==> src/rtl/core/spq_pkg.sv <==
// spq_pkg: shared types and constants for the sorted priority queue core
// used by spq_cell, sorted_priority_queue_core and spq_checker; no dependencies
package spq_pkg;

  // queue depth and derived widths
  localparam int CAPACITY = 16;
  localparam int COUNT_W  = $clog2(CAPACITY + 1);
  localparam int PRIO_W   = 16;
  localparam int PAYLOAD_W = 32;

  // operation codes carried on the mode field
  typedef enum logic [1:0] {
    MODE_INSERT  = 2'd0,
    MODE_EXTRACT = 2'd1,
    MODE_PEEK    = 2'd2,
    MODE_CLEAR   = 2'd3
  } mode_t;

  // result status codes
  typedef enum logic [1:0] {
    STATUS_DONE  = 2'd0,
    STATUS_FULL  = 2'd1,
    STATUS_EMPTY = 2'd2
  } status_t;

  // one stored entry
  typedef struct packed {
    logic signed [PRIO_W-1:0] prio;
    logic [PAYLOAD_W-1:0]     payload;
  } slot_t;

  // control broadcast from the top level to every cell
  typedef struct packed {
    logic                     insert_en;
    logic                     extract_en;
    logic signed [PRIO_W-1:0] new_prio;
    logic [PAYLOAD_W-1:0]     new_payload;
  } cell_ctrl_t;

endpackage

==> src/rtl/core/spq_cell.sv <==
// spq_cell: one slot of the sorted row, compares against the broadcast entry
// and shifts with its neighbors; depends on spq_pkg
module spq_cell (
  input  logic               clk,
  input  spq_pkg::cell_ctrl_t ctrl,
  input  logic               occupied,
  input  logic               left_keep,
  input  spq_pkg::slot_t     left_slot,
  input  spq_pkg::slot_t     right_slot,
  output logic               keep,
  output spq_pkg::slot_t     slot,
  output spq_pkg::slot_t     slot_next
);

  // stored entry stays put when it sorts at or before the new one
  assign keep = occupied && ($signed(slot.prio) <= $signed(ctrl.new_prio));

  // insert: hold, take the new entry, or shift in from the left; extract: shift in from the right
  always_comb begin
    slot_next = slot;
    if (ctrl.insert_en) begin
      if (keep) begin
        slot_next = slot;
      end else if (left_keep) begin
        slot_next.prio    = ctrl.new_prio;
        slot_next.payload = ctrl.new_payload;
      end else begin
        slot_next = left_slot;
      end
    end else if (ctrl.extract_en) begin
      slot_next = right_slot;
    end
  end

  // slot storage
  always_ff @(posedge clk) begin
    slot <= slot_next;
  end

endmodule

==> src/rtl/core/sorted_priority_queue_core.sv <==
// sorted_priority_queue_core: top level, row of spq_cell slots with fill count
// and a registered result stage; depends on spq_pkg and spq_cell
//
// Bounded priority queue of spq_pkg::CAPACITY entries kept in ascending signed
// priority order, equal priorities in arrival order. Each input transaction is
// an insert, extract front, peek front or clear, and yields exactly one result
// transaction carrying status, entry count, full flag and the head entry (the
// removed entry on extract). Every slot compares and shifts in parallel, so a
// transaction updates the whole row together: the block takes one
// transaction per cycle while the output is not stalled, and the result
// appears in the output register on the cycle after acceptance. The output
// register holds a result while the consumer stalls; a new transaction is
// taken in the same cycle that the held result leaves. Slots above the fill
// count are never read, so no clearing pass follows reset.
module sorted_priority_queue_core (
  input  logic        clk,
  input  logic        rst,
  input  logic        in_valid,
  output logic        in_ready,
  input  logic [1:0]  mode,
  input  logic signed [15:0] entry_priority,
  input  logic [31:0] entry_payload,
  output logic        out_valid,
  input  logic        out_ready,
  output logic [1:0]  status,
  output logic        head_valid,
  output logic signed [15:0] head_priority,
  output logic [31:0] head_payload,
  output logic [4:0]  entry_count,
  output logic        is_full
);

  localparam int Cap = spq_pkg::CAPACITY;

  logic [spq_pkg::COUNT_W-1:0] count;
  logic [spq_pkg::COUNT_W-1:0] count_next;
  spq_pkg::cell_ctrl_t         ctrl;
  spq_pkg::slot_t              slots      [Cap];
  spq_pkg::slot_t              slots_next [Cap];
  logic [Cap-1:0]              keeps;
  logic                        accept;
  spq_pkg::mode_t              op;
  logic                        is_empty;
  logic                        at_cap;
  logic [1:0]                  status_next;
  logic                        head_valid_next;
  spq_pkg::slot_t              head_next;

  assign in_ready = !out_valid || out_ready;
  assign accept   = in_valid && in_ready;
  assign op       = spq_pkg::mode_t'(mode);
  assign is_empty = (count == '0);
  assign at_cap   = (count == spq_pkg::COUNT_W'(Cap));

  // broadcast control to the row
  always_comb begin
    ctrl.insert_en   = accept && (op == spq_pkg::MODE_INSERT) && !at_cap;
    ctrl.extract_en  = accept && (op == spq_pkg::MODE_EXTRACT) && !is_empty;
    ctrl.new_prio    = entry_priority;
    ctrl.new_payload = entry_payload;
  end

  // row of cells, each handing its slot to both neighbors
  for (genvar i = 0; i < Cap; i++) begin : g_cell
    logic           occ;
    logic           lkeep;
    spq_pkg::slot_t lslot;
    spq_pkg::slot_t rslot;

    assign occ = (count > spq_pkg::COUNT_W'(i));
    if (i == 0) begin : g_first
      assign lkeep = 1'b1;
      assign lslot = slots[i];
    end else begin : g_mid
      assign lkeep = keeps[i-1];
      assign lslot = slots[i-1];
    end
    if (i == Cap - 1) begin : g_last
      assign rslot = slots[i];
    end else begin : g_notlast
      assign rslot = slots[i+1];
    end

    spq_cell u_cell (
      .clk       (clk),
      .ctrl      (ctrl),
      .occupied  (occ),
      .left_keep (lkeep),
      .left_slot (lslot),
      .right_slot(rslot),
      .keep      (keeps[i]),
      .slot      (slots[i]),
      .slot_next (slots_next[i])
    );
  end

  // fill count and result for the accepted transaction
  always_comb begin
    count_next      = count;
    status_next     = spq_pkg::STATUS_DONE;
    head_valid_next = 1'b0;
    head_next       = '0;
    case (op)
      spq_pkg::MODE_INSERT: begin
        if (at_cap) begin
          status_next = spq_pkg::STATUS_FULL;
        end else begin
          count_next = count + spq_pkg::COUNT_W'(1);
        end
      end
      spq_pkg::MODE_EXTRACT: begin
        if (is_empty) begin
          status_next = spq_pkg::STATUS_EMPTY;
        end else begin
          count_next = count - spq_pkg::COUNT_W'(1);
        end
      end
      spq_pkg::MODE_PEEK: begin
        count_next = count;
      end
      spq_pkg::MODE_CLEAR: begin
        count_next = '0;
      end
      default: begin
        count_next = count;
      end
    endcase
    // extract reports the removed entry, others the front after the update
    if (op == spq_pkg::MODE_EXTRACT) begin
      if (!is_empty) begin
        head_valid_next = 1'b1;
        head_next       = slots[0];
      end
    end else if (count_next != '0) begin
      head_valid_next = 1'b1;
      head_next       = slots_next[0];
    end
  end

  // control registers
  always_ff @(posedge clk) begin
    if (rst) begin
      count     <= '0;
      out_valid <= 1'b0;
    end else begin
      if (accept) begin
        count <= count_next;
      end
      if (accept) begin
        out_valid <= 1'b1;
      end else if (out_ready) begin
        out_valid <= 1'b0;
      end
    end
  end

  // result register
  always_ff @(posedge clk) begin
    if (accept) begin
      status        <= status_next;
      head_valid    <= head_valid_next;
      head_priority <= head_next.prio;
      head_payload  <= head_next.payload;
      entry_count   <= 5'(count_next);
      is_full       <= (count_next == spq_pkg::COUNT_W'(Cap));
    end
  end

endmodule

==> config.mk <==
export PLATFORM = sky130hd
export DESIGN_NAME = sorted_priority_queue_core
export DESIGN_NICKNAME = d
export VERILOG_FILES = /design/src/rtl/core/spq_pkg.sv /design/src/rtl/core/spq_cell.sv /design/src/rtl/core/sorted_priority_queue_core.sv
export SDC_FILE = /design/constraint.sdc
export NUM_CORES = 2
export LEC_CHECK = 0
export ABC_CLOCK_PERIOD_IN_PS = 9450
export BUFFER_PORTS_ARGS = -buffer_cell sky130_fd_sc_hd__buf_4
export CAP_MARGIN = 0
export CORE_UTILIZATION = 34
export CTS_BUF_LIST = sky130_fd_sc_hd__clkbuf_8
export DETAILED_ROUTE_END_ITERATION = 6
export HOLD_SLACK_MARGIN = 0.1
export SLEW_MARGIN = 20
export SYNTH_ARGS = -nofsm -noshare
export SYNTH_HDL_FRONTEND = slang
export SYNTH_SLANG_ARGS = --single-unit
==> constraint.sdc <==
create_clock -name clk -period 9.45 [get_ports clk]
set_clock_uncertainty 0.1 [all_clocks]
set_input_delay 1.4175 -clock clk [delete_from_list [all_inputs] [get_ports clk]]
set_output_delay 1.4175 -clock clk [all_outputs]
set_load 0.02 [all_outputs]
Yosys cells after proc, flatten, opt, wreduce, memory -nomap -nowiden

Index checks and enable logic that the tools add are counted.
Widths: inputs -> output; s select.

Bits in registers: 831
Input port bits: 54
Output and inout bits: 59

$add $sub $neg: 2
$lt $le $gt $ge: 32
Equal/unequal tests: 19
Mux-type cells: 74
Bitwise logic cells: 1
Reduce and logical (&&, ||, !) cells: 45

Operators with widths:

| cell                | count |
|---|---|
| $mux 48             | 63 |
| $le 16x16->1        | 16 |
| $gt 5x4->1 const B  | 8 |
| $reduce_and 2->1    | 15 |
| $ne 2x2->1 const B  | 14 |
| $logic_and 1x1->1   | 21 |
| $gt 5x3->1 const B  | 4 |
| $pmux 5 s4          | 1 |
| $eq 5x5->1 const B  | 2 |
| $gt 5x1->1 const B  | 2 |
| $gt 5x2->1 const B  | 2 |
| $mux 5              | 2 |
| $mux 1              | 6 |
| $add 5x1->5 const B | 1 |
| $logic_not 5->1     | 1 |
| $reduce_bool 5->1   | 1 |
| $sub 5x1->5 const B | 1 |
| $eq 2x2->1 const B  | 2 |
| $pmux 2 s2          | 1 |
| $reduce_bool 2->1   | 2 |
| $logic_not 1->1     | 3 |
| $eq 2x1->1 const B  | 1 |
| $logic_not 2->1     | 1 |
| $mux 2              | 1 |
| other kinds (2)     | 2 |

Logic depth before layout (Yosys ltp)

Depth after elaboration: 9
Depth in mapped cells: 15

Modules after synthesis

Synthesis repeated with hierarchy kept, for this count alone.

Cell total of the unflattened synthesis: 5714
Area, all modules: 56125.1 µm²

By module, submodules not included:

| module                            | times used | cells each | area each (µm²) |
|---|---|---|---|
| spq_cell at g_cell[15].u_cell ... | 10         | 381        | 3517.1 |
| spq_cell at g_cell[0].u_cell ...  | 6          | 277        | 2986.6 |
| sorted_priority_queue_core        | 1          | 242        | 3034.2 |

Worst setup path before layout

Ideal clock, no wire load.

Kind: in2reg
Start point: input port entry_priority[10]
End point: register g_cell[3].u_cell.slot[0] (netlist bit), enable pin
Setup time: 0.520 ns
Arrival time: 7.646 ns
Data required time: 8.830 ns
Setup slack: 1.184 ns
Cell stages on the path: 14
Path through: clkbuf_1 clkbuf_1 inv_1 ha_1 a21o_1 a21o_1 a221o_1 nor4_1 xnor2_1 o21a_1 clkbuf_1 buf_4 buf_2 o21ai_0

Longest elaborated chain between the ends: 4

RTL lines:

| element                           | RTL line                         | text |
|---|---|---|
| from (decl)                       | sorted_priority_queue_core.sv:21 | `input logic signed [15:0] entry_priority,` |
| $le 16x16->1                      | spq_cell.sv:16                   | `assign keep = occupied && ($signed(slot.prio) <= $signed(ctrl.new_prio));` |
| $logic_and 1x1->1                 | spq_cell.sv:16                   |  |
| $ne 2x2->1 (no source line)       | n/a                              |  |
| $reduce_and 2->1 (no source line) | n/a                              |  |
| to (signal assigned)              | spq_cell.sv:37                   | `slot <= slot_next;` |
| to (decl)                         | spq_cell.sv:11                   | `output spq_pkg::slot_t slot,` |

Every way passes these cells.
A chain may end at the register's enable or synchronous reset.

==> impl_metrics.json <==
{
  "tritoncts": "built",
  "cp-endpoint": "head_payload[26]$_DFFE_PP_",
  "outcome": "completed",
  "postCtsSetupRepairBufs": 0,
  "hold_path.class": "reg -> reg",
  "rsz0062_at_grt": "no",
  "port_buffers": 112,
  "syn_area_um2": 48300,
  "grt_pass1_vias": 36964,
  "clk_path_buf_depth": 3,
  "num-nets-final": 4859,
  "syn_inst": 4624,
  "drt_iter0_markers": 3652,
  "drcViolationCount": 0,
  "antenna_found_initial": 5,
  "syn_area_per_cell_um2": 10.45,
  "worst_r2r_path_depth": 10,
  "path_class": "in -> reg",
  "place.detailed.hpwl_mm": 97.76,
  "r2r_slack_ps": 4090,
  "cts-buffers-inserted": 148,
  "routed_wl_mm": 153.2,
  "p_sw_frac": 0.3153,
  "avgRoutedWirePerCell_um": 23.41,
  "worstSetupStartpoint": "entry_priority[8]",
  "fin_crit_sh": 0.5752,
  "finalHoldViolations": 0,
  "clock_sinks": 831,
  "synthTopCellsByArea": "edfxtp_1 48%, mux2i_1 12%, ha_1 6.8%, o21ai_0 4.2%, nor3_1 4.1%",
  "reg2reg_from": "count[0]$_SDFFE_PP0P_",
  "first_pass_iters": 6,
  "yosysWarnings": 0,
  "synth-main-ff-cell": "edfxtp_1",
  "die_area_um2": 143600,
  "drive_gt1_frac": 0.1027,
  "p_seq_frac": 0.473,
  "p_total_mw": 10.00,
  "post-route-min-period_ps": 5436,
  "power.leakage_nw": 21.00,
  "yosysTopAreaCellShare": 0.4830,
  "ys_async_sr_fraction": 0,
  "cp.arrival_ps": 6030,
  "vias": 37206,
  "maxCapViolCount": 0,
  "die_w_um": 378.9,
  "r2r_end": "g_cell[4].u_cell.slot[11]$_DFFE_PP_",
  "tightest_slew_ps": 1250,
  "syn_nets": 4940,
  "grt_pass1_wl_mm": 232.7,
  "overflow": 0,
  "insertion_delay_ps": 880,
  "worstSetupEndpointType": "flip-flop",
  "cts-resized-gates": 0,
  "hold_ws_ps": 363.6,
  "gp_congestion": 0.9331,
  "setup_viol": 0,
  "h-tree-depth": 4,
  "startpoint_type": "primary input",
  "synth.largest_area_cell": "edfxtp_1",
  "grt_max_degree": 225,
  "grt_use_total": 0.2113,
  "cts-root-buf": "clkbuf_8",
  "slew_viol_final": 0,
  "crit_required_ps": 10050,
  "power_density_nw_per_um2": 186.9,
  "design.core.area_um2": 140200,
  "ant_nets": 0,
  "p_comb_frac": 0.206,
  "slew-limit-headroom": 0.1577,
  "die_h_um": 378.9,
  "ctsHoldBuffers": 0,
  "ios": 113,
  "fmaxAchievable_ghz": 0.1840,
  "ys_seq_area_frac": 0.5054,
  "synth-edff-count": 777,
  "p_int_mw": 6.848,
  "p_clk_frac": 0.321,
  "vdd_drop_max_uv": 109.2,
  "ys_ff_latch": 831,
  "vias_per_cell": 5.686,
  "floorplan.initialDensity": 0.3445,
  "p_sw_mw": 3.154,
  "fin_setup_tns_ps": 0,
  "synth_cell_types": 69,
  "clk_pin_slew_ps": 60,
  "fin_util": 0.3817,
  "path_max_fanout": 30,
  "area_growth_pct": 10.81,
  "rows": 137
}
==> power by group through the flow <==
stage	Sequential, mW	Clock, mW	Combinational, mW
after floorplan	4.76	0	1.36
after global placement	4.80	0	2.00
after detailed placement	4.80	0	2.04
after CTS	4.73	3.29	2.05
after global routing	4.77	3.43	2.24
final	4.73	3.21	2.06
==> per-layer routing <==
layer | up-vias | share of wire | track usage
met1 | 18407 | 0.44 | 0.2838
met4 | 2 | 0.042 | 0.09890
met3 | 306 | 0.068 | 0.03806
met5 | - | 0.000085 | 0
met2 | 1413 | 0.45 | 0.3288
li1 | 17078 | - | -
==> flip-flops by register name, summed over array words and instances, names as in the netlist <==
| name | flops |
|---|---|
| entry_count | 5 |
| head_payload | 32 |
| head_priority | 16 |
| head_valid | 1 |
| is_full | 1 |
| status | 2 |
| out_valid | 1 |
| count | 5 |
| g_cell.u_cell.slot | 768 |
==> through the flow <==
stage / std cells / cell area (um^2) / setup slack [ps]
after floorplan: 4624 / 48300 / 1184
after global placement: 6268 / 50750 / 3261
after global routing: 6543 / 53530 / 3695
final: 6544 / 53530 / 4014
after CTS: 6541 / 53520 / 4005
after detailed placement: 6269 / 50780 / 3267
==> worst min-delay path by stage <==
| stage | from | to | slack, ps | cells after the start |
|---|---|---|---|---|
| after floorplan | g_cell[0].u_cell.slot[0]$_DFF_P_ | g_cell[0].u_cell.slot[0]$_DFF_P_ | 340 | 2 |
| after global placement | g_cell[0].u_cell.slot[28]$_DFF_P_ | g_cell[0].u_cell.slot[28]$_DFF_P_ | 350 | 2 |
| after detailed placement | g_cell[0].u_cell.slot[31]$_DFF_P_ | g_cell[0].u_cell.slot[31]$_DFF_P_ | 360 | 2 |
| after CTS | g_cell[0].u_cell.slot[31]$_DFF_P_ | g_cell[0].u_cell.slot[31]$_DFF_P_ | 360 | 2 |
| after global routing | g_cell[0].u_cell.slot[24]$_DFF_P_ | g_cell[0].u_cell.slot[24]$_DFF_P_ | 380 | 2 |
| final | g_cell[0].u_cell.slot[31]$_DFF_P_ | g_cell[0].u_cell.slot[31]$_DFF_P_ | 360 | 2 |
==> layout by cell type (no fill, tap or decap), types with 4 or more instances in the layout <==
cell type   netlist  layout
o221ai_1          5       4
o22ai_1          88      88
o211ai_1         12      12
nand2_1         443     433
mux2i_1         578     578
a211oi_1         16      14
o21ai_1          41      37
clkinv_1          0      29
and2_1            6       4
dfxtp_1          54      54
clkinv_2          0      16
o21ai_0         401     392
nand4_1          43      43
nor4_1            8       8
and4_1            9       9
clkinvlp_4        0       4
nor2_1          288     287
inv_1            88     144
nand3_1          19      19
o21a_1           60      58
nor3_1          392     392
o21ai_4           0      13
a21oi_1         356     355
nor2b_1          19      19
buf_4            14     177
edfxtp_1        777     777
a21o_1           49      47
or2_2             5       5
clkbuf_8          0     160
and3_1           14      14
o31ai_4           0       4
nand2b_1         14      13
a22o_1           57      57
mux2_2           49      49
nand2_2           0       6
nand2_4           0       4
ha_1            262     262
==> area by class of cell <==
type	instances	area, um^2
Fill cell	13806	86690
Antenna cell	3	7.507
Inverter	88	331.6
Sequential cell	831	24410
Timing Repair Buffer	181	1416
Clock inverter	112	536.8
Multi-Input combinational cell	3293	22270
Tap cell	1876	2347
Clock buffer	160	2202
==> cell usage after synthesis (all sizes together) (88+ instances only) <==
| cell | count |
|---|---|
| o21ai | 442 |
| mux2i | 578 |
| buf | 132 |
| ha | 262 |
| inv | 88 |
| nor3 | 392 |
| edfxtp | 777 |
| o22ai | 89 |
| a21oi | 356 |
| nor2 | 288 |
| clkbuf | 280 |
| nand2 | 443 |
==> kinds of logic after synthesis <==
group | after synthesis | synth area share
and+or+nand+nor | 1273 | 0.1179
muxes | 627 | 0.1312
xor gates and xnor gates | 2 | 0.0003627
DFF | 831 | 0.5054
buffers and inverters | 500 | 0.04248
AOI/OAI and AO/OA | 1129 | 0.1348
adders and majority gates | 262 | 0.06787
==> critical path, cell delays in order <==
cell and delay [ps]:
buf_4 240, inv_1 470, ha_1 480, nand4_1 240, or4_1 600, a21oi_1 260
nand4bb_1 170, o21ai_1 240, o22ai_2 200, buf_4 320, and2_2 520, buf_4 510
a22o_1 280
Power figures use the tool's default switching activity.
